$ cat src/rtl/mann_whitney_u_statistic_core_defines.svh
// assertion macros shared by the mann-whitney u core
// expects clk and rst_n in the scope where a macro is used
`ifndef MANN_WHITNEY_U_STATISTIC_CORE_DEFINES_SVH
`define MANN_WHITNEY_U_STATISTIC_CORE_DEFINES_SVH

// same-cycle implication, disabled in reset
`define MWU_ASSERT_NOW(label, ante, cons) \
    label: assert property (@(posedge clk) disable iff (!rst_n) (ante) |-> (cons)) \
        else $error("mwu assertion failed");

// next-cycle implication, disabled in reset
`define MWU_ASSERT_NEXT(label, ante, cons) \
    label: assert property (@(posedge clk) disable iff (!rst_n) (ante) |=> (cons)) \
        else $error("mwu assertion failed");

`endif

$ cat src/rtl/mwu_pkg.sv
// constants, token type and helpers for the mann-whitney u core
// no dependencies
package mwu_pkg;

    localparam int MAX_FIRST  = 64;
    localparam int MAX_SECOND = 64;

    // one cell per stored entry of the larger group
    localparam int CHAIN_LEN = (MAX_FIRST > MAX_SECOND) ? MAX_FIRST : MAX_SECOND;
    localparam int CNT_W     = $clog2(CHAIN_LEN + 1);

    localparam int VALUE_W = 32;
    localparam int SUM_W   = 14;
    localparam int SIZE_W  = 7;

    localparam logic [SUM_W-1:0]  SUM_MAX  = {SUM_W{1'b1}};
    localparam logic [SIZE_W-1:0] SIZE_MAX = {SIZE_W{1'b1}};

    // pair scores, doubled
    localparam logic [1:0] SCORE_LESS    = 2'd0;
    localparam logic [1:0] SCORE_TIE     = 2'd1;
    localparam logic [1:0] SCORE_GREATER = 2'd2;

    // what travels from cell to cell with one observation
    typedef struct packed {
        logic               second;    // observation belongs to the second group
        logic [VALUE_W-1:0] key;       // raw observation
        logic [CNT_W-1:0]   opp_left;  // occupied opposite entries still ahead
        logic [CNT_W-1:0]   wr_left;   // cells to pass before the write slot
        logic               wr_done;   // observation already stored
        logic [SUM_W-1:0]   sum;       // running doubled u
    } token_t;

    function automatic logic [SIZE_W-1:0] sat_size(input logic [CNT_W-1:0] c);
        logic [SIZE_W-1:0] r;
        if (32'(c) > 32'(SIZE_MAX))
            r = SIZE_MAX;
        else
            r = SIZE_W'(c);
        return r;
    endfunction

    function automatic logic [SUM_W-1:0] sat_add(input logic [SUM_W-1:0] s,
                                                 input logic [1:0] d);
        logic [SUM_W:0] t;
        t = {1'b0, s} + {{(SUM_W - 1){1'b0}}, d};
        return t[SUM_W] ? SUM_MAX : t[SUM_W-1:0];
    endfunction

endpackage

$ cat src/rtl/mwu_sample_if.sv
// valid/ready channel carrying one observation per transaction
// depends on mwu_pkg
interface mwu_sample_if;
    logic                              valid;
    logic                              ready;
    logic signed [mwu_pkg::VALUE_W-1:0] sample_value;
    logic                              group;
    logic                              last;

    modport source (output valid, output sample_value, output group, output last,
                    input ready);
    modport sink   (input valid, input sample_value, input group, input last,
                    output ready);
endinterface

$ cat src/rtl/mwu_result_if.sv
// valid/ready channel carrying one statistic per transaction
// depends on mwu_pkg
interface mwu_result_if;
    logic                         valid;
    logic                         ready;
    logic [mwu_pkg::SUM_W-1:0]    u_doubled;
    logic [mwu_pkg::SIZE_W-1:0]   first_size;
    logic [mwu_pkg::SIZE_W-1:0]   second_size;
    logic                         overflow;

    modport source (output valid, output u_doubled, output first_size,
                    output second_size, output overflow, input ready);
    modport sink   (input valid, input u_doubled, input first_size,
                    input second_size, input overflow, output ready);
endinterface

$ cat src/rtl/mwu_ctrl.sv
// set control: group counts, running sum, drop flag, token launch and the
// result register; depends on mwu_pkg, the channel interfaces and the defines
`include "mann_whitney_u_statistic_core_defines.svh"

module mwu_ctrl (
    input  logic                clk,
    input  logic                rst_n,
    mwu_sample_if.sink          samples,
    mwu_result_if.source        results,
    output logic                launch_valid,
    output mwu_pkg::token_t     launch_tok,
    input  logic                exit_valid,
    input  mwu_pkg::token_t     exit_tok
);

    localparam logic [1:0] ST_IDLE = 2'd0;
    localparam logic [1:0] ST_RUN  = 2'd1;
    localparam logic [1:0] ST_DONE = 2'd2;

    logic [1:0]                 state_reg, state_next;
    logic [mwu_pkg::CNT_W-1:0]  first_cnt_reg, first_cnt_next;
    logic [mwu_pkg::CNT_W-1:0]  second_cnt_reg, second_cnt_next;
    logic [mwu_pkg::SUM_W-1:0]  sum_reg, sum_next;
    logic                       dropped_reg, dropped_next;
    logic                       last_reg, last_next;
    logic                       launch_reg, launch_next;
    mwu_pkg::token_t            tok_reg, tok_next;
    logic                       out_valid_reg, out_valid_next;
    logic [mwu_pkg::SUM_W-1:0]  u_reg;
    logic [mwu_pkg::SIZE_W-1:0] first_size_reg;
    logic [mwu_pkg::SIZE_W-1:0] second_size_reg;
    logic                       overflow_reg;
    logic                       accept;
    logic                       full;
    logic                       load_out;

    assign samples.ready = (state_reg == ST_IDLE);
    assign accept        = samples.valid && samples.ready;
    assign full          = samples.group
                         ? (second_cnt_reg >= mwu_pkg::CNT_W'(mwu_pkg::MAX_SECOND))
                         : (first_cnt_reg >= mwu_pkg::CNT_W'(mwu_pkg::MAX_FIRST));
    assign load_out      = (state_reg == ST_DONE) && last_reg
                         && (!out_valid_reg || results.ready);

    always_comb
    begin
        state_next      = state_reg;
        first_cnt_next  = first_cnt_reg;
        second_cnt_next = second_cnt_reg;
        sum_next        = sum_reg;
        dropped_next    = dropped_reg;
        last_next       = last_reg;
        launch_next     = 1'b0;
        tok_next        = tok_reg;
        out_valid_next  = out_valid_reg && !results.ready;

        case (state_reg)
            ST_IDLE:
            begin
                if (accept)
                begin
                    last_next = samples.last;
                    if (full)
                    begin
                        dropped_next = 1'b1;
                        state_next   = ST_DONE;
                    end
                    else
                    begin
                        launch_next      = 1'b1;
                        tok_next.second  = samples.group;
                        tok_next.key     = samples.sample_value;
                        tok_next.opp_left = samples.group ? first_cnt_reg : second_cnt_reg;
                        tok_next.wr_left = samples.group ? second_cnt_reg : first_cnt_reg;
                        tok_next.wr_done = 1'b0;
                        tok_next.sum     = sum_reg;
                        if (samples.group)
                            second_cnt_next = second_cnt_reg + 1'b1;
                        else
                            first_cnt_next = first_cnt_reg + 1'b1;
                        state_next = ST_RUN;
                    end
                end
            end
            ST_RUN:
            begin
                if (exit_valid)
                begin
                    sum_next   = exit_tok.sum;
                    state_next = ST_DONE;
                end
            end
            ST_DONE:
            begin
                if (!last_reg)
                    state_next = ST_IDLE;
                else if (load_out)
                begin
                    out_valid_next  = 1'b1;
                    first_cnt_next  = '0;
                    second_cnt_next = '0;
                    sum_next        = '0;
                    dropped_next    = 1'b0;
                    state_next      = ST_IDLE;
                end
            end
            default:
            begin
                state_next = ST_IDLE;
            end
        endcase
    end

    always_ff @(posedge clk or negedge rst_n)
    begin
        if (!rst_n)
        begin
            state_reg      <= ST_IDLE;
            first_cnt_reg  <= '0;
            second_cnt_reg <= '0;
            sum_reg        <= '0;
            dropped_reg    <= 1'b0;
            last_reg       <= 1'b0;
            launch_reg     <= 1'b0;
            out_valid_reg  <= 1'b0;
        end
        else
        begin
            state_reg      <= state_next;
            first_cnt_reg  <= first_cnt_next;
            second_cnt_reg <= second_cnt_next;
            sum_reg        <= sum_next;
            dropped_reg    <= dropped_next;
            last_reg       <= last_next;
            launch_reg     <= launch_next;
            out_valid_reg  <= out_valid_next;
        end
    end

    always_ff @(posedge clk)
    begin
        tok_reg <= tok_next;
        if (load_out)
        begin
            u_reg           <= sum_reg;
            first_size_reg  <= mwu_pkg::sat_size(first_cnt_reg);
            second_size_reg <= mwu_pkg::sat_size(second_cnt_reg);
            overflow_reg    <= dropped_reg;
        end
    end

    assign launch_valid        = launch_reg;
    assign launch_tok          = tok_reg;
    assign results.valid       = out_valid_reg;
    assign results.u_doubled   = u_reg;
    assign results.first_size  = first_size_reg;
    assign results.second_size = second_size_reg;
    assign results.overflow    = overflow_reg;

    // the chain only returns a token while one is in flight
    `MWU_ASSERT_NOW(a_exit_in_run, exit_valid, state_reg == ST_RUN)
    // a launch always leaves the controller waiting on the chain
    `MWU_ASSERT_NOW(a_launch_run, launch_reg, state_reg == ST_RUN)
    // a new result is only loaded from the done state
    `MWU_ASSERT_NOW(a_load_done, $rose(out_valid_reg), $past(state_reg) == ST_DONE)
    // group counts stay within their stores
    `MWU_ASSERT_NOW(a_cnt_bound, 1'b1,
        (first_cnt_reg <= mwu_pkg::CNT_W'(mwu_pkg::MAX_FIRST))
        && (second_cnt_reg <= mwu_pkg::CNT_W'(mwu_pkg::MAX_SECOND)))

endmodule
$ cat src/flat_wrapper.sv
// flat-port wrapper written by rule: the top's interface ports become plain ports
module mwu_ctrl_flat 
  (clk, rst_n, launch_valid, launch_tok, exit_valid, exit_tok, samples_valid, samples_sample_value, samples_group, samples_last, samples_ready, results_valid, results_u_doubled, results_first_size, results_second_size, results_overflow, results_ready);
  mwu_sample_if samples_i ();
  mwu_result_if results_i ();
  input  logic clk;
  input  logic rst_n;
  output logic launch_valid;
  output mwu_pkg::token_t launch_tok;
  input  logic exit_valid;
  input  mwu_pkg::token_t exit_tok;
  input wire logic [$bits(samples_i.valid)-1:0] samples_valid;
  input wire logic [$bits(samples_i.sample_value)-1:0] samples_sample_value;
  input wire logic [$bits(samples_i.group)-1:0] samples_group;
  input wire logic [$bits(samples_i.last)-1:0] samples_last;
  output wire logic [$bits(samples_i.ready)-1:0] samples_ready;
  output wire logic [$bits(results_i.valid)-1:0] results_valid;
  output wire logic [$bits(results_i.u_doubled)-1:0] results_u_doubled;
  output wire logic [$bits(results_i.first_size)-1:0] results_first_size;
  output wire logic [$bits(results_i.second_size)-1:0] results_second_size;
  output wire logic [$bits(results_i.overflow)-1:0] results_overflow;
  input wire logic [$bits(results_i.ready)-1:0] results_ready;
  assign samples_i.valid = samples_valid;
  assign samples_i.sample_value = samples_sample_value;
  assign samples_i.group = samples_group;
  assign samples_i.last = samples_last;
  assign samples_ready = samples_i.ready;
  assign results_valid = results_i.valid;
  assign results_u_doubled = results_i.u_doubled;
  assign results_first_size = results_i.first_size;
  assign results_second_size = results_i.second_size;
  assign results_overflow = results_i.overflow;
  assign results_i.ready = results_ready;
  mwu_ctrl u_core (.clk(clk), .rst_n(rst_n), .samples(samples_i), .results(results_i), .launch_valid(launch_valid), .launch_tok(launch_tok), .exit_valid(exit_valid), .exit_tok(exit_tok));
endmodule
$ cat config.mk
export PLATFORM = sky130hd
export DESIGN_NAME = mwu_ctrl_flat
export DESIGN_NICKNAME = d
export VERILOG_FILES = /design/src/rtl/mwu_pkg.sv /design/src/rtl/mwu_sample_if.sv /design/src/rtl/mwu_result_if.sv /design/src/rtl/mwu_ctrl.sv /design/src/flat_wrapper.sv
export VERILOG_INCLUDE_DIRS = /design/src /design/src/rtl
export SDC_FILE = /design/constraint.sdc
export NUM_CORES = 1
export LEC_CHECK = 0
export ABC_AREA = 1
export BUFFER_PORTS_ARGS = -buffer_cell sky130_fd_sc_hd__buf_4
export CAP_MARGIN = 30
export CORE_AREA = 2 2 100 102
export CTS_BUF_LIST = sky130_fd_sc_hd__clkbuf_2 sky130_fd_sc_hd__clkbuf_4 sky130_fd_sc_hd__clkbuf_8
export CTS_CLUSTER_SIZE = 8
export DETAILED_ROUTE_END_ITERATION = 10
export DIE_AREA = 0 0 102 104
export PLACE_DENSITY = 0.81
export REMOVE_ABC_BUFFERS = 1
export SYNTH_ARGS = -nofsm -noshare
export SYNTH_HDL_FRONTEND = slang
export SYNTH_SLANG_ARGS = --single-unit
$ cat constraint.sdc
create_clock -name clk -period 4.76 [get_ports clk]
set_input_delay 0.238 -clock clk [delete_from_list [all_inputs] [get_ports clk]]
set_output_delay 0.238 -clock clk [all_outputs]
set_load 0.03 [all_outputs]
# After elaboration in Yosys (flattened, before gate mapping)
# Index checks and enable logic that the tools add are counted.
# word_totals
input_bits,101
ff_bits,124
mem_count,0
latchBits,0
mem_bits_ro,0
out_inout_bits,94
ramBits,0
# op_classes
mux,34
add_sub_neg,2
shifts,0
n_lt_le_gt_ge,2
div,0
bitwise_logic,1
n_eq_ne,11
n_reduce_logical,17
mul,0
# op_table
op,n
2-to-1 mux 7 bit,10
2-to-1 mux 14 bit,3
one-hot mux 14 bit (2 select lines),1
one-hot mux 7 bit (2 select lines),2
"adder 7 x 1 -> 7 bit, second input constant",2
"greater-or-equal comparator 7 bit, second input constant",2
"inequality test 2 bit, second input constant",6
AND reduction 6 bit,2
2-to-1 mux 1 bit,11
2-to-1 mux 2 bit,5
one-hot mux 2 bit (3 select lines),1
AND reduction 3 bit,2
AND reduction 5 bit,1
logical AND 1 bit,4
"inequality test 2 x 1 -> 1 bit, second input constant",2
AND reduction 4 bit,1
nonzero test 2 bit,2
"inequality test 3 bit, second input constant",1
"equality test 2 x 1 -> 1 bit, second input constant",1
"equality test 2 bit, second input constant",1
zero test 1 bit,2
zero test 2 bit,1
one-hot mux 1 bit (2 select lines),1
AND reduction 2 bit,1
other kinds (2),2

# Logic depth before layout (Yosys ltp)
# logic_depth
ltp_word,6
depth_mapped,9
ltp_nobuf,8

# Least setup slack after synthesis
# No wires, ideal clock.
# synth_path
kind,flip-flop to flip-flop
from,register u_core.state_reg[0]
to,"register u_core.tok_reg, in the netlist u_core.launch_tok[0] (enable)"
arrival_time_ps,3598
setup_time_ps,481
required_ps,4279
path_stages_with_launch,4
path_slack_ps,681
n_path_buf,0
synth_period_minus_slack_ps,4079
cell_sequence,dfrtp_1 -> nor2_2 -> nand2_1 -> nor2_1
# synth_via
elab_chain_cells,3
# synth_lines
item,line_no,source
"start, declared",mwu_ctrl.sv:20,"logic [1:0] state_reg, state_next;"
"start signal, assigned",mwu_ctrl.sv:129,state_reg <= state_next;
zero test 2 bit (*),mwu_ctrl.sv:37,assign samples.ready = (state_reg == ST_IDLE);
named net samples_ready,flat_wrapper.sv:16,output wire logic [$bits(samples_i.ready)-1:0] samples_ready;
logical AND 1 bit,mwu_ctrl.sv:38,assign accept = samples.valid && samples.ready;
AND reduction 3 bit (no line) (*),--,
"end signal, assigned",mwu_ctrl.sv:142,tok_reg <= tok_next;
"end, declared",mwu_ctrl.sv:27,"mwu_pkg::token_t tok_reg, tok_next;"
# Mark *: on every way through the listed nets, which the timed path passes. The rest lies on a longest branch.
# A chain may end at the register's enable or synchronous reset.

# Worst setup path after layout
# layout_path
from,register u_core.state_reg[0]
to,"register u_core.tok_reg, in the netlist u_core.launch_tok[17] (enable)"
# layout_via
elab_chain_cells,3
# layout_lines
item,line_no
zero test 2 bit (*),"mwu_ctrl.sv:37, mwu_ctrl.sv:57"
logical AND 1 bit,mwu_ctrl.sv:38
AND reduction 3 bit (no line) (*),--
# Mark *: on every way between the ends. The rest lies on a longest branch, timed or not.

==> impl_metrics.env <==
export IMPL_drive_above_1_share_pct=33.82
export IMPL_leakagePower_nw=2.792
export IMPL_largest_reg_flops=61
export IMPL_clk_latency_ps=430
export IMPL_synth_edf_count=90
export IMPL_hpwl_um=6849
export IMPL_synth_area_leaders="edfxtp_1 (59%), dfrtp_1 (19%), nand2_1 (5.4%)"
export IMPL_gp_congestion=0.7844
export IMPL_endpoint_kind="flop"
export IMPL_synth_most_common_cell="edfxtp_1"
export IMPL_synthFlopType="edfxtp_1"
export IMPL_detail_route_antenna_nets=0
export IMPL_synth_top_cell_area_share_pct=59.05
export IMPL_finalSetupViolations=0
export IMPL_cts_sinks=124
export IMPL_io_pins=195
export IMPL_dp_cells=618
export IMPL_htree_levels=4
export IMPL_fmax_ghz=0.4267
export IMPL_netlist_top_cells_count="edfxtp_1 (90), nand2_1 (66), inv_1 (36)"
export IMPL_drtIter0Drc=223
export IMPL_synthArstFlopShare_pct=27.42
export IMPL_skew_ps=10.32
export IMPL_outcome="completed"
export IMPL_yosysTopAreaCell="edfxtp_1"
export IMPL_die_x_um=102
export IMPL_drc=0
export IMPL_detail_route_wl_per_cell_um=16.07
export IMPL_netlist_instances=350
export IMPL_netlist_area_um2=4577
export IMPL_grt_max_degree=47
export IMPL_fillers=653
export IMPL_die_height_um=104
export IMPL_cp_start_kind="flop"
export IMPL_nets=640
export IMPL_arrival_ps=2400
export IMPL_regArea_um2=3553
export IMPL_hold_viol_final=0
export IMPL_post_cts_buffers=0
export IMPL_powerDensity_nw_per_um2=584.1
export IMPL_yosys_register_bits=124
export IMPL_insertedDiodeCount=0
export IMPL_antenna_found_initial=0
export IMPL_die_area_um2=10610
export IMPL_fin_tns_setup_ps=0
export IMPL_grt_pass1_wl_um=16600
export IMPL_path_clk_slew_ps=70
export IMPL_worst_slack_ps=2416
export IMPL_tightest_slew_ps=881.3
export IMPL_io_buffers=145
export IMPL_initial_core_util_pct=47.93
export IMPL_cp_data_required_time_ps=4820
export IMPL_yosysWarnings=0
export IMPL_hold_path_class="in2reg"
export IMPL_synth_cell_types=22
export IMPL_num_rows=36
export IMPL_num_vias=3348
export IMPL_placed_area_um2=5787
export IMPL_post_route_period_util_pct=49.23
export IMPL_grt_overflow=0
export IMPL_cts_root_buffer="clkbuf_8"
export IMPL_synth_seq_area_share_pct=77.64
export IMPL_relSlewSlack_pct=41.08
export IMPL_fp_coreArea_um2=9549
export IMPL_worst_setup_path_type="reg2reg"
export IMPL_grt_setup_unrepaired="false"
export IMPL_finalNonFillerCells=683
export IMPL_multi_input_area_um2=820.8
export IMPL_layout_min_cycle_time_ps=2344
export IMPL_cp_max_fo=46
export IMPL_grt_pass1_vias=3297
export IMPL_cts_tree="done"
export IMPL_wl_um=10970
export IMPL_grt_use_total_pct=21.15
export IMPL_final_area_um2=6497
export IMPL_cts_path_max_buffers=2
export IMPL_area_delta_synth_final_pct=41.96
export IMPL_vias_per_cell=4.902
export IMPL_cts_buffers=17
export IMPL_final_max_slew_viol_count=0
export IMPL_drtPass1Iterations=5
export IMPL_avgSynthCellArea_um2=13.08
export IMPL_ir_worst_vdd_v=0.0002115
export IMPL_timing_hold_ws_ps=65.38
export IMPL_post_place_ws_ps=2412
export IMPL_maxCapViolations=0
-- worst paths after layout --
kind / start / end / slack, ps / cells past startpoint
max: u_core.state_reg[0]$_DFFE_PN0P_ / u_core.launch_tok[17]$_DFFE_PP_ / 2420 / 4
min: exit_tok[0] / u_core.sum_reg[0]$_DFFE_PN0P_ / 70 / 3
max reg2reg: u_core.state_reg[0]$_DFFE_PN0P_ / u_core.launch_tok[17]$_DFFE_PP_ / 2420 / 4
min reg2reg: u_core.dropped_reg$_DFFE_PN0P_ / u_core.results.overflow$_DFFE_PP_ / 460 / 0
max in group asynchronous: rst_n / u_core.second_cnt_reg[2]$_DFFE_PN0P_ / 4110 / 2
min in group asynchronous: rst_n / u_core.sum_reg[8]$_DFFE_PN0P_ / 320 / 2
-- power by group --
part	switching [W]	internal, W	total, W
Sequential	0.000181	0.00155	0.00173
Combinational	0.000810	0.000384	0.00119
Clock	0.000374	0.000500	0.000874
Total	0.00137	0.00243	0.00379
-- worst max-delay path: stages (launching register included) --
cell and delay, ps:
dfrtp_1 440, nor2_2 240, nand2_1 180, nor2_4 480, buf_4 590
-- layer usage --
| layer | up-vias | wire [um] | global-route usage, % |
|---|---|---|---|
| met1 | 1582 | 4098 | 23.70 |
| met3 | 33 | 878 | 7.124 |
| met4 | 0 | 352 | 10.67 |
| li1 | 1575 | - | - |
| met5 | - | 0 | 0 |
| met2 | 158 | 5643 | 35.48 |
-- cell type report --
class                           instances  share of cell area [%]
Inverter                               38                   2.195
Tap cell                              133                   2.561
Clock buffer                           23                   4.391
Sequential cell                       124                   54.69
Multi-Input combinational cell        176                   12.63
Timing Repair Buffer                  180                   22.07
Clock inverter                          9                   1.464
-- kinds of logic (layout without fill, tap and decap cells) --
kind of cell             after synthesis  after routing  share of synthesized area, %
AO/OA/AOI/OAI                         49             49                         5.386
adder cells (fa/ha/maj)                2              2                        0.5467
buffers and inverters                 50            250                         4.593
flip-flops                           124            124                         77.64
other                                  1              1                       0.08193
AND/OR/NAND/NOR                      124            124                         11.75
-- per-stage QoR --
stage	util (%)	power [W]
2_1_floorplan	-	0.002437
3_3_place_gp	60.60	0.002850
3_5_place_dp	60.60	0.002912
4_1_cts	68.04	0.003805
5_1_grt	68.04	0.003981
6_report	68.04	0.003795
-- timing repair --
action / CTS / global route
hold buffers: 33 / 0
endpoints found under the hold margin: 66 / 0
gates resized for setup: 0 / 0
-- cells in the final DEF, fill, tap and decap left out, drive strengths merged, types with 2 or more instances in the layout --
master | Yosys | final
buf | 6 | 147
edfxtp | 90 | 90
nand2 | 69 | 69
o21ai | 46 | 46
inv | 38 | 38
dfrtp | 34 | 34
dlygate4sd3 | 0 | 33
nand3 | 33 | 33
clkbuf | 6 | 23
nor2 | 17 | 17
clkinv | 0 | 6
nand4 | 4 | 4
a21oi | 2 | 2
ha | 2 | 2
bufinv | 0 | 2
No activity file was read; power rests on OpenSTA's default activity.
