### src/rtl/mann_whitney_u_statistic_core_defines.svh
// assertion macros shared by the mann-whitney u core
// expects clk and rst_n in the scope where a macro is used
`ifndef MANN_WHITNEY_U_STATISTIC_CORE_DEFINES_SVH
`define MANN_WHITNEY_U_STATISTIC_CORE_DEFINES_SVH

// same-cycle implication, disabled in reset
`define MWU_ASSERT_NOW(label, ante, cons) \
    label: assert property (@(posedge clk) disable iff (!rst_n) (ante) |-> (cons)) \
        else $error("mwu assertion failed");

// next-cycle implication, disabled in reset
`define MWU_ASSERT_NEXT(label, ante, cons) \
    label: assert property (@(posedge clk) disable iff (!rst_n) (ante) |=> (cons)) \
        else $error("mwu assertion failed");

`endif

### src/rtl/mwu_pkg.sv
// constants, token type and helpers for the mann-whitney u core
// no dependencies
package mwu_pkg;

    localparam int MAX_FIRST  = 64;
    localparam int MAX_SECOND = 64;

    // one cell per stored entry of the larger group
    localparam int CHAIN_LEN = (MAX_FIRST > MAX_SECOND) ? MAX_FIRST : MAX_SECOND;
    localparam int CNT_W     = $clog2(CHAIN_LEN + 1);

    localparam int VALUE_W = 32;
    localparam int SUM_W   = 14;
    localparam int SIZE_W  = 7;

    localparam logic [SUM_W-1:0]  SUM_MAX  = {SUM_W{1'b1}};
    localparam logic [SIZE_W-1:0] SIZE_MAX = {SIZE_W{1'b1}};

    // pair scores, doubled
    localparam logic [1:0] SCORE_LESS    = 2'd0;
    localparam logic [1:0] SCORE_TIE     = 2'd1;
    localparam logic [1:0] SCORE_GREATER = 2'd2;

    // what travels from cell to cell with one observation
    typedef struct packed {
        logic               second;    // observation belongs to the second group
        logic [VALUE_W-1:0] key;       // raw observation
        logic [CNT_W-1:0]   opp_left;  // occupied opposite entries still ahead
        logic [CNT_W-1:0]   wr_left;   // cells to pass before the write slot
        logic               wr_done;   // observation already stored
        logic [SUM_W-1:0]   sum;       // running doubled u
    } token_t;

    function automatic logic [SIZE_W-1:0] sat_size(input logic [CNT_W-1:0] c);
        logic [SIZE_W-1:0] r;
        if (32'(c) > 32'(SIZE_MAX))
            r = SIZE_MAX;
        else
            r = SIZE_W'(c);
        return r;
    endfunction

    function automatic logic [SUM_W-1:0] sat_add(input logic [SUM_W-1:0] s,
                                                 input logic [1:0] d);
        logic [SUM_W:0] t;
        t = {1'b0, s} + {{(SUM_W - 1){1'b0}}, d};
        return t[SUM_W] ? SUM_MAX : t[SUM_W-1:0];
    endfunction

endpackage

### src/rtl/mwu_cell.sv
// one comparison cell: holds one first and one second entry, scores the
// passing observation and stores it at its slot; depends on mwu_pkg
module mwu_cell (
    input  logic            clk,
    input  logic            rst_n,
    input  logic            tok_valid_in,
    input  mwu_pkg::token_t tok_in,
    output logic            tok_valid_out,
    output mwu_pkg::token_t tok_out
);

    logic [mwu_pkg::VALUE_W-1:0] first_val_reg;
    logic [mwu_pkg::VALUE_W-1:0] second_val_reg;
    logic                        valid_reg;
    mwu_pkg::token_t             tok_reg;
    mwu_pkg::token_t             tok_next;
    logic [mwu_pkg::VALUE_W-1:0] a;
    logic [mwu_pkg::VALUE_W-1:0] b;
    logic [1:0]                  score;
    logic                        wr_here;

    always_comb
    begin
        // pair is always (first, second)
        a = tok_in.second ? first_val_reg : tok_in.key;
        b = tok_in.second ? tok_in.key : second_val_reg;
        if (tok_in.opp_left == '0)
            score = mwu_pkg::SCORE_LESS;
        else if ($signed(a) > $signed(b))
            score = mwu_pkg::SCORE_GREATER;
        else if (a == b)
            score = mwu_pkg::SCORE_TIE;
        else
            score = mwu_pkg::SCORE_LESS;

        wr_here = tok_valid_in && !tok_in.wr_done && (tok_in.wr_left == '0);

        tok_next          = tok_in;
        tok_next.sum      = mwu_pkg::sat_add(tok_in.sum, score);
        tok_next.wr_done  = tok_in.wr_done || wr_here;
        if (tok_in.opp_left != '0)
            tok_next.opp_left = tok_in.opp_left - 1'b1;
        if (tok_in.wr_left != '0)
            tok_next.wr_left = tok_in.wr_left - 1'b1;
    end

    always_ff @(posedge clk or negedge rst_n)
    begin
        if (!rst_n)
            valid_reg <= 1'b0;
        else
            valid_reg <= tok_valid_in;
    end

    always_ff @(posedge clk)
    begin
        tok_reg <= tok_next;
        if (wr_here && !tok_in.second)
            first_val_reg <= tok_in.key;
        if (wr_here && tok_in.second)
            second_val_reg <= tok_in.key;
    end

    assign tok_valid_out = valid_reg;
    assign tok_out       = tok_reg;

endmodule

### config.mk
export PLATFORM = sky130hd
export DESIGN_NAME = mwu_cell
export DESIGN_NICKNAME = d
export VERILOG_FILES = /design/src/rtl/mann_whitney_u_statistic_core_defines.svh /design/src/rtl/mwu_pkg.sv /design/src/rtl/mwu_cell.sv
export SDC_FILE = /design/constraint.sdc
export NUM_CORES = 1
export LEC_CHECK = 0
export BUFFER_PORTS_ARGS = -buffer_cell sky130_fd_sc_hd__buf_4
export CAP_MARGIN = 20
export CORE_MARGIN = 2
export CORE_UTILIZATION = 55
export CTS_BUF_LIST = sky130_fd_sc_hd__clkbuf_4 sky130_fd_sc_hd__clkbuf_8
export CTS_CLUSTER_DIAMETER = 40
export CTS_CLUSTER_SIZE = 40
export DETAILED_ROUTE_END_ITERATION = 8
export PLACE_DENSITY_LB_ADDON = 0.1
export SETUP_SLACK_MARGIN = 0.15
export SLEW_MARGIN = 0
export SYNTH_ARGS = -nofsm -noshare
export SYNTH_HDL_FRONTEND = slang
export SYNTH_SLANG_ARGS = --single-unit
### constraint.sdc
create_clock -name clk -period 4.9 [get_ports clk]
set_input_delay 0.245 -clock clk [delete_from_list [all_inputs] [get_ports clk]]
set_output_delay 0.245 -clock clk [all_outputs]
set_load 0.02 [all_outputs]
=== Word level (Yosys, flattened, before mapping) ===
Index checks and enable logic that the tools add are counted.

* Logic and storage cells: 32
* Output and inout bits: 63
* Bits in registers: 127
* Input port bits: 65

* Equality and inequality tests: 1
* Multiplexer cells: 7
* Reduce and logical (&&, ||, !) cells: 11
* Add/subtract/negate cells: 3
* $lt $le $gt $ge: 1

{| class="wikitable"
|+ Operator list
! cell !! count
|-
| $mux 32 || 2
|-
| $eq 32x32->1 || 1
|-
| $gt 32x32->1 || 1
|-
| $add 14x2->15 || 1
|-
| $logic_not 7->1 || 2
|-
| $mux 7 || 2
|-
| $reduce_bool 7->1 || 2
|-
| $sub 7x1->7 const B || 2
|-
| $logic_and 1x1->1 || 4
|-
| $mux 2 || 2
|-
| $logic_not 1->1 || 2
|-
| $logic_or 1x1->1 || 1
|-
| $mux 1 || 1
|}

=== Depth between registers and ports, before layout ===
Gate-level depths: netlist (run 1).

* Word-level depth: 6
* Gate-level depth with buffers: 17
* Gate-level depth less buffers: 15

=== Worst setup path after synthesis (run 1) ===
OpenSTA, ideal clock, no wires.

* Path type: input to register
* From: input port tok_in[61] (netlist bit)
* To: register tok_reg (netlist bit tok_out[6])
* Arrival: 4.391 ns
* Library setup time: 0.069 ns
* Buffers on the path: 3
* Slack: 0.440 ns
* Stages: 17
* Cell sequence: clkbuf_1 buf_1 mux2i_1 ha_1 a21oi_2 o21ai_1 a221o_1 a2111oi_4 nand2_2 mux2_4 fa_1 and3b_1 and3_1 nand2_1 or3_1 clkbuf_1 o21ai_1

* Cells in the longest elaborated chain, start to end: 6
* Elaborated cells between the ends (all ways): 8

{| class="wikitable"
|+ RTL lines
! element !! line !! text
|-
| from (decl) || mwu_cell.sv:7 || <nowiki>input mwu_pkg::token_t tok_in,</nowiki>
|-
| branches (longest 3 deep; another with $gt 32x32->1) || - ||
|-
| $mux 2 (*) || mwu_cell.sv:29 || <nowiki>else if ($signed(a) > $signed(b))</nowiki>
|-
| $mux 2 (*) || mwu_cell.sv:27 || <nowiki>if (tok_in.opp_left == '0)</nowiki>
|-
| $add 14x2->15 (*) || mwu_pkg.sv:46 || <nowiki>t = {1'b0, s} + {{(SUM_W - 1){1'b0}}, d};</nowiki>
|-
| to (signal assigned) || mwu_cell.sv:57 || <nowiki>tok_reg <= tok_next;</nowiki>
|-
| to (decl) || mwu_cell.sv:15 || <nowiki>mwu_pkg::token_t tok_reg;</nowiki>
|}

Every way passes the cells marked *.
A chain may end at the register's enable or synchronous reset.

=== Worst setup path after layout (run 1) ===
* From: input port tok_in[48] (netlist bit)
* To: register tok_reg (netlist bit tok_out[6])

The elaborated chain is that of the path after synthesis.

==> results of run 1 <==
## critical path, cell delays in order
cell           delay, ns
dlygate4sd3_1       0.54
buf_4               0.16
mux2_2              0.26
ha_1                0.34
a21oi_2             0.14
o21ai_1             0.09
a221o_1             0.39
a2111oi_4           0.36
nand2_2             0.12
mux2_4              0.32
fa_1                0.43
and3b_1             0.26
and3_1              0.20
nand2_1             0.09
or3_1               0.54
o21ai_1             0.13
## report_power, final
| part | internal [mW] | switching, mW |
|---|---|---|
| clock network | 0.599 | 0.412 |
| logic | 0.169 | 0.161 |
| registers | 1.15 | 0.00981 |
## kinds of logic (layout without fill, tap and decap cells)
logic type	after synthesis	count (layout)	share of synthesized area [%]
compound gates	29	29	4.099
xor+xnor	18	18	2.951
fa+ha+maj	39	39	9.274
buf+inv	17	210	1.218
flops	127	127	59.67
mux	71	71	14.22
simple gates	85	85	8.571
## cells in the final DEF (no fill, tap or decap), drive strengths merged, types with 3 or more instances in the layout
cell and count:
or3 5, xor2 5, xnor2 13, nand2b 3, a21oi 15, nand3 9, nand2 20, clkinv 4
mux2 36, nand4 7, nor3b 3, o21ai 3, edfxtp 64, nor3 5, ha 38, dfxtp 62
bufinv 4, nor2 18, mux2i 35, nor2b 6, clkbuf 20, dlygate4sd3 34, buf 135, a21o 3
inv 11
## routing by layer
metal	GRT usage [%]	routed length (µm)	vias up
met5	0	0	-
met4	7.077	113	0
met3	8.407	653	9
met2	34.79	5108	103
met1	25.68	4599	1720
li1	-	-	1789
## synthesized netlist by cell type, types with 6 or more instances
cell      number  area (µm²)
edfxtp_1      64        1922
dfxtp_1       62        1241
ha_1          38       475.5
mux2_2        35       394.1
mux2i_1       35       350.3
nand2_1       19       71.32
nor2_1        18       67.56
a21oi_1       13       65.06
xnor2_1       13       113.9
inv_1          9       33.78
nand3_1        9       45.04
nand4_1        7       43.79
nor2b_1        6       37.54
## final cells by class
class,count,area share (%)
Sequential cell,127,43.63
Multi-Input combinational cell,242,28.75
Timing Repair Buffer,169,18.70
Clock buffer,20,3.767
Clock inverter,12,2.483
Tap cell,129,2.209
Inverter,9,0.4623
## stage by stage
stage,setup WS [ns],std cells
3_5_place_dp,0.3559,642
2_1_floorplan,0.4399,386
3_3_place_gp,0.4972,642
5_1_grt,0.3908,708
6_report,0.6606,708
4_1_cts,0.6565,708
## worst paths after layout
| kind | cells past startpoint | start | slack, ns | endpoint |
|---|---|---|---|---|
| max reg2reg | 14 | first_val_reg[19]$_DFFE_PP_ | 0.81 | tok_out[6]$_SDFF_PP1_ |
| max in group asynchronous | 2 | rst_n | 4.68 | tok_valid_out$_DFF_PN0_ |
| min reg2reg | 6 | second_val_reg[31]$_DFFE_PP_ | 1.17 | tok_out[1]$_SDFF_PP1_ |
| min | 2 | tok_in[15] | 0.03 | tok_out[15]$_DFF_P_ |
| min in group asynchronous | 2 | rst_n | 0.14 | tok_valid_out$_DFF_PN0_ |
| max | 16 | tok_in[48] | 0.66 | tok_out[6]$_SDFF_PP1_ |
==> results.json, run 1 <==
{
  "cts_tree": "done",
  "grt_pass1_wl_mm": 16.77,
  "die_h_um": 102.6,
  "largest_reg_flops": 62,
  "placementRows": 35,
  "initialDrtViolationCount": 71,
  "syn_inst": 386,
  "ys.flop_type": "edfxtp_1",
  "p_leak_nw": 3.120,
  "overflow": 0,
  "first_global_vias": 3594,
  "die_area_um2": 10520,
  "register_area_um2": 3188,
  "numCtsBuffers": 17,
  "rsz0062_at_grt": "no",
  "fillers": 603,
  "cts_max_path_buffers": 2,
  "critPathLaunchType": "input pin",
  "drt-total-wl_mm": 10.48,
  "io_pins": 128,
  "path_class": "input pin to flop",
  "post_cts_buffers": 0,
  "cts_resized": 0,
  "fin_worst_skew_ns": 0.007283,
  "via_per_inst": 5.114,
  "antenna_left": 0,
  "htreeDepth": 4,
  "antenna_found_initial": 0,
  "max_slew_margin_pct": 58.64,
  "power-per-cell-area_nw_per_um2": 342.1,
  "fin_nets": 670,
  "design_area_um2": 7307,
  "hold_path_class": "input pin to flop",
  "synth_nets": 490,
  "cp.required_ns": 5.26,
  "cts_sinks": 127,
  "cts.clk_slew.worst_paths_ns": 0.07,
  "hpwl_mm": 7.131,
  "placed_area_um2": 6510,
  "grt_max_degree": 26,
  "run_status": "complete, no violations",
  "worst_skew_pair.late_latency_ns": 0.43,
  "yosys_warnings": 0,
  "synth_edf_count": 64,
  "wl_per_cell_um": 14.80,
  "whs_ns": 0.03337,
  "hold_viol": 0,
  "vias": 3621,
  "start_util_pct": 57.28,
  "critPathArrivalTime_ns": 4.60,
  "gp_congestion": 0.7368,
  "maxSlewViolCount": 0,
  "utilization_pct": 78.34,
  "peakVddDrop_uv": 267.4,
  "setup_viol": 0,
  "cp-end-kind": "flop",
  "power_mw": 2.500,
  "dr.pass1.iters": 4,
  "post-route-period-util_pct": 86.52,
  "cts_hold_buf": 34,
  "syn_avg_cell_area_um2": 13.84,
  "multi_input_area_um2": 2101,
  "min_period_ns": 4.239,
  "drv_cap": 0,
  "grt.total_usage_pct": 21.20,
  "cts_root_buf": "clkbuf_8",
  "diodes": 0,
  "worst_pin_slew_ns": 0.6197,
  "tns_ns": 0,
  "synth-async-reset-ratio_pct": 0.7874,
  "ys_types": 43,
  "clock.fmax_mhz": 235.9,
  "chipWidth_um": 102.6,
  "ys_ff_latch": 127,
  "core_area_um2": 9328,
  "place.port_buffers": 127,
  "crit_fanout": 11,
  "ys_seq_area_share_pct": 59.67,
  "drc": 0,
  "area_growth_pct": 36.77,
  "synth_area_um2": 5343,
  "drive_above_1_share_pct": 36.61
}
(Power assumes the default switching activity.)
==> run 2: changes to the inputs <==
ABC_AREA = 1   (was default)
==> run 2 against run 1 <==
  * Global-route usage decreased by 0.23 points
  * Die area grew 1.8%
  * Power shrank 6.7%
  * Utilization is 3.3 points lower
  * Fmax rose by 18%
  * Sequential power hardly changed
  * Register-to-register slack gained 0.83 ns
  * Cell count up 23%
  * Count of clock-buffer cells in the layout is 2 higher
  * Sequential share of layout area is 0.26 points higher
  * Final area decreased by 0.60%
  * Critical endpoint is now tok_out[10]$_SDFF_PP1_
  * Largest cell class unchanged
  * Highest routed layer unchanged
==> results.json, run 2 <==
{
  "drive_above_1_share_pct": 23.54,
  "rr_startpoint": "first_val_reg[27]$_DFFE_PP_",
  "hp-start": "tok_in[5]",
  "hold_viol": 0,
  "hpwl_mm": 7.223,
  "cts_tree": "done",
  "place.port_buffers": 127,
  "power-per-cell-area_nw_per_um2": 321.2,
  "cts_max_path_buffers": 2,
  "syn_inst": 553,
  "diodes": 0,
  "synth_top_cell_by_area": "edfxtp_1",
  "synthTopCellsByCount": "nand2_1 (135), o21ai_0 (74), inv_1 (66)",
  "via_per_inst": 4.885,
  "min_period_ns": 3.590,
  "critPathLaunchType": "input pin",
  "crit_fanout": 129,
  "synthAdderAreaFrac_pct": 9.103,
  "gp_congestion": 0.7691,
  "run_status": "complete, no violations",
  "wl_per_cell_um": 12.60,
  "grt_max_degree": 130,
  "cp.required_ns": 5.22,
  "core_area_um2": 9684,
  "initialDrtViolationCount": 189,
  "ys_types": 35,
  "max_slew_margin_pct": 30.65,
  "cts_sinks": 127,
  "chipWidth_um": 103.5,
  "antenna_left": 0,
  "multi_input_area_um2": 1966,
  "ys_ff_latch": 127,
  "synth_nets": 657,
  "yosys_warnings": 0,
  "synth_area_leaders": "edfxtp_1 (35%), dfxtp_1 (23%), nand2_1 (9.3%)",
  "cts_root_buf": "clkbuf_8",
  "placementRows": 36,
  "vias": 4240,
  "htreeDepth": 4,
  "synth_top_family_by_area": "simple AND/OR/NAND/NOR gates",
  "register_area_um2": 3188,
  "hold_path_class": "input pin to flop",
  "r2r_end": "tok_out[10]$_SDFF_PP1_",
  "p_leak_nw": 3.359,
  "setup_viol": 0,
  "worst_pin_slew_ns": 1.038,
  "synth_edf_count": 64,
  "whs_ns": 0.05379,
  "overflow": 0,
  "fin_worst_skew_ns": 0.007578,
  "drv_cap": 0,
  "synthSimpleGateAreaFrac_pct": 15.40,
  "die_h_um": 103.5,
  "numCtsBuffers": 17,
  "synth_area_um2": 5443,
  "reg2reg_depth": 20,
  "path_class": "input pin to flop",
  "synth_compound_area_share_pct": 9.862,
  "ys.flop_type": "edfxtp_1",
  "clock.fmax_mhz": 278.5,
  "drc": 0,
  "cts.clk_slew.worst_paths_ns": 0.07,
  "grt_pass1_wl_mm": 17.15,
  "peakVddDrop_uv": 199.6,
  "dr.pass1.iters": 4,
  "mostFrequentLayoutCells": "nand2_1 (135), buf_4 (127), o21ai_0 (74)",
  "area_growth_pct": 33.45,
  "io_pins": 128,
  "post-route-period-util_pct": 73.27,
  "rsz0062_at_grt": "no",
  "syn_avg_cell_area_um2": 9.842,
  "die_area_um2": 10710,
  "yosysMostFrequentCell": "nand2_1",
  "holdPathEnd": "tok_out[5]$_SDFF_PP1_",
  "synth-async-reset-ratio_pct": 0.7874,
  "maxSlewViolCount": 0,
  "whs_path_depth": 3,
  "first_global_vias": 3978,
  "largest_reg_flops": 62,
  "fillers": 685,
  "critPathArrivalTime_ns": 3.91,
  "cp-end-kind": "flop",
  "tns_ns": 0,
  "synth_xor_area_share_pct": 1.287,
  "worst_skew_pair.late_latency_ns": 0.43,
  "synthMuxAreaShare_pct": 0.1839,
  "start_util_pct": 56.20,
  "fin_nets": 826,
  "synth_top_area_share_pct": 35.31,
  "grt.total_usage_pct": 20.97,
  "antenna_found_initial": 0,
  "reg2reg_setup_slack_ns": 1.64,
  "drt-total-wl_mm": 10.94,
  "ys_seq_area_share_pct": 58.57,
  "final_common_cell": "nand2_1"
}
## run 2: cells by family after synthesis
logic type      count (synthesis)
buf+inv                        81
mux                             1
compound gates                104
fa+ha+maj                      39
flops                         127
simple gates                  193
xor+xnor                        8
## run 2: repair_timing
item                                   4_1_cts  5_1_grt
hold buffers                                37        0
resized for setup                            0        0
endpoints found under the hold margin       81        0
setup buffers                                0        0
## run 2: how the worst max path moves through the flow
stage / from / cells after the start / slack (ns) / endpoint
after floorplan: tok_in[61] / 21 / 1.70 / tok_out[12]$_SDFF_PP1_
after global placement: tok_in[61] / 20 / 1.12 / tok_out[10]$_SDFF_PP1_
after detailed placement: tok_in[61] / 20 / 0.90 / tok_out[10]$_SDFF_PP1_
after CTS: tok_in[61] / 20 / 1.34 / tok_out[10]$_SDFF_PP1_
after global routing: tok_in[61] / 20 / 0.80 / tok_out[10]$_SDFF_PP1_
final: tok_in[61] / 20 / 1.31 / tok_out[10]$_SDFF_PP1_
## run 2: metal layers
| layer | track usage (%) | vias to the layer above | share of wire, % |
|---|---|---|---|
| li1 | - | 2171 | - |
| met1 | 25.10 | 1952 | 42 |
| met2 | 35.29 | 102 | 52 |
| met3 | 5.914 | 15 | 4.4 |
| met4 | 9.413 | 0 | 1.4 |
| met5 | 0 | - | 0 |
## run 2: worst max-delay path, stage by stage
cell and delay, ns:
buf_4 0.76, o21ai_0 0.27, ha_1 0.37, nand2_1 0.08, nor2_1 0.15, nand2_2 0.10
nor4_4 0.15, nand2_1 0.11, nor2_1 0.10, ha_1 0.17, inv_1 0.05, fa_1 0.39
nor2_2 0.13, nand2_1 0.09, nor2_2 0.17, nand2_1 0.11, inv_1 0.08, nand2_1 0.09
o21ai_0 0.18, inv_1 0.06
## run 2: where the power goes
group / total (mW) / switching, mW / internal, mW
sequential: 1.16 / 0.00948 / 1.15
combinational: 0.329 / 0.178 / 0.151
clock: 0.845 / 0.376 / 0.470
## run 2: through the flow
stage          cells  utilization (%)  power [mW]  setup WS (ns)  area (µm²)
6_report         868            75.00       2.333          1.310        7263
5_1_grt          868            75.00       2.436         0.7984        7263
4_1_cts          868            75.00       2.353          1.339        7263
3_5_place_dp     799            67.38       1.487         0.8985        6525
3_3_place_gp     799            67.38       1.475          1.120        6525
2_1_floorplan    553                -       1.350          1.698        5443
## run 2: cell type report
| cell class | count | area share, % |
|---|---|---|
| flip-flops and latches | 127 | 43.89 |
| clock inverters | 10 | 1.326 |
| repair buffers | 164 | 18.23 |
| inverters | 67 | 3.463 |
| clock buffers | 22 | 3.738 |
| multi-input cells | 345 | 27.06 |
| well taps | 133 | 2.291 |
==> run 3: changes to the inputs <==
clock period = 3.31 ns   (was 4.9 ns; I/O delays follow)
==> run 3 against run 2 <==
  * Final area is 5.5% higher
  * Register-to-register slack lost 1.5 ns
  * Highest routed layer unchanged
  * Largest cell class unchanged
  * Sequential power increased by 47%
  * Combinational power increased by 62%
  * Critical path type unchanged
  * Clock skew increased by 0.0035 ns
  * Worst hold slack got worse by 0.045 ns
  * First-iteration DRC count is 6.3% lower
  * Critical endpoint is now tok_out[12]$_SDFF_PP1_
  * Wire length is 8.2% higher
  * Via count is 3.8% higher
  * Power increased by 55%
==> results.json, run 3 (synthesized netlist as in run 2, its figures left out) <==
{
  "rsz0062_at_grt": "yes",
  "cp.required_ns": 3.63,
  "die_h_um": 103.5,
  "critPathArrivalTime_ns": 3.48,
  "die_area_um2": 10710,
  "io_pins": 128,
  "chipWidth_um": 103.5,
  "overflow": 0,
  "fin_nets": 853,
  "run_status": "complete, no violations",
  "busiest_layer": "met2",
  "place.port_buffers": 127,
  "cts_sinks": 127,
  "post-route-period-util_pct": 95.50,
  "initialDrtViolationCount": 177,
  "via_per_inst": 4.916,
  "slowest_stage": "dlygate4sd3_1",
  "antenna_left": 0,
  "htreeDepth": 4,
  "gp_congestion": 0.7761,
  "cp-end-kind": "flop",
  "design_area_um2": 7665,
  "drive_above_1_share_pct": 26.77,
  "p_leak_nw": 3.530,
  "numCtsBuffers": 17,
  "hpwl_mm": 7.400,
  "drt-total-wl_mm": 11.83,
  "largest_reg_flops": 62,
  "diodes": 0,
  "fin_worst_skew_ns": 0.01112,
  "mostFrequentLayoutCells": "buf_4 (131), nand2_1 (124), o21ai_0 (66)",
  "wl_per_cell_um": 13.22,
  "antenna_found_initial": 0,
  "maxSlewViolCount": 0,
  "path_class": "input pin to flop",
  "pre_cts_slack_ns": 0.02898,
  "max_slew_margin_pct": 65.70,
  "power-per-cell-area_nw_per_um2": 471.0,
  "critPathMaxStageDelay_ns": 0.54,
  "min_period_ns": 3.161,
  "critPathLaunchType": "input pin",
  "worst_pin_slew_ns": 0.5133,
  "grt_use_met3_pct": 5.914,
  "grt.total_usage_pct": 22.50,
  "drv_cap": 0,
  "peakVddDrop_uv": 247.3,
  "drc": 0,
  "placed_area_um2": 6593,
  "core_area_um2": 9684,
  "cp_cell_sequence": "dlygate4sd3_1 -> buf_4 -> inv_1 -> o21ai_0 -> ha_1 -> nand2_2 -> nor2_2 -> nand2_2 -> nor4_4 -> nand2_1 -> nor2_1 -> ha_2 -> inv_2 -> fa_2 -> nor2_4 -> nand2_2 -> nor2_4 -> nand2_2 -> inv_2 -> nand2_4 -> o21ai_2 -> nand3b_1",
  "power_mw": 3.610,
  "first_global_vias": 4213,
  "placementRows": 36,
  "dr.pass1.iters": 5,
  "vias": 4400,
  "clock.fmax_mhz": 316.3,
  "worst_skew_pair.late_latency_ns": 0.44,
  "grt_max_degree": 66,
  "cts_root_buf": "clkbuf_8",
  "cts_tree": "done",
  "fillers": 634,
  "hold_viol": 0,
  "grt_pass1_wl_mm": 18.40,
  "tns_ns": 0,
  "cts.clk_slew.worst_paths_ns": 0.07,
  "met1_usage_pct": 26.96,
  "path_common_cell": "nand2_2",
  "final_common_cell": "buf_4",
  "setup_viol": 0,
  "crit_fanout": 4,
  "area_growth_pct": 40.83,
  "layout_setup_ws_ns": 0.1488,
  "hold_path_class": "input pin to flop",
  "start_util_pct": 56.20,
  "cts_max_path_buffers": 2,
  "grt_use_met2_pct": 38.51
}
[run 3: area by class of cell]
cell class	count	area [µm²]	share of cell area [%]
Timing Repair Buffer	191	1618	21.11
Multi-Input combinational cell	345	2036	26.56
Tap cell	133	166.4	2.171
Sequential cell	127	3188	41.59
Inverter	67	251.5	3.281
Clock inverter	12	142.6	1.861
Clock buffer	20	262.8	3.428
[run 3: where the power goes]
group          leakage (nW)  switching, mW  internal, mW
clock                 0.215          0.588         0.774
combinational          2.21          0.283         0.251
sequential             1.11         0.0142          1.70
[run 3: metrics by stage]
| stage | util [%] | hold WS [ns] | instances |
|---|---|---|---|
| 6_report | 79.15 | 0.008947 | 895 |
| 3_5_place_dp | 68.07 | -0.05872 | 803 |
| 2_1_floorplan | - | -0.1301 | 553 |
| 4_1_cts | 77.95 | 0.001212 | 890 |
| 3_3_place_gp | 68.07 | -0.05928 | 803 |
| 5_1_grt | 79.15 | 0.004646 | 895 |
[run 3: repair_timing]
action	in CTS	in global routing
hold buffers	55	1
resized for setup	0	35
endpoints found under the hold margin	119	1
endpoints found under the setup margin	0	14
setup buffers	0	4
[run 3: worst max-delay path, delay by kind of cell]
family / cells / cell delay, ns
AO/OA/AOI/OAI: 2 / 0.20
adder cells (fa/ha/maj): 3 / 0.88
buffers and inverters: 5 / 0.88
AND/OR/NAND/NOR: 12 / 1.36
[run 3: routing by layer]
layer	up-vias	routed length (µm)	share of wire (%)
met5	-	0	0
met4	0	258	2.2
met3	26	548	4.6
met2	120	6056	51
met1	2020	4971	42
li1	2234	-	-
[run 3: worst paths after layout]
kind	startpoint	endpoint	slack, ns	depth (start not counted)
worst max-delay path	tok_in[53]	tok_out[12]$_SDFF_PP1_	0.15	22
worst min-delay path	tok_in[21]	tok_out[21]$_DFF_P_	0.009	3
worst max register to register	first_val_reg[30]$_DFFE_PP_	tok_out[12]$_SDFF_PP1_	0.17	20
worst min register to register	first_val_reg[31]$_DFFE_PP_	tok_out[1]$_SDFF_PP1_	1.25	8
max in group asynchronous	rst_n	tok_valid_out$_DFF_PN0_	3.19	2
min in group asynchronous	rst_n	tok_valid_out$_DFF_PN0_	0.04	2
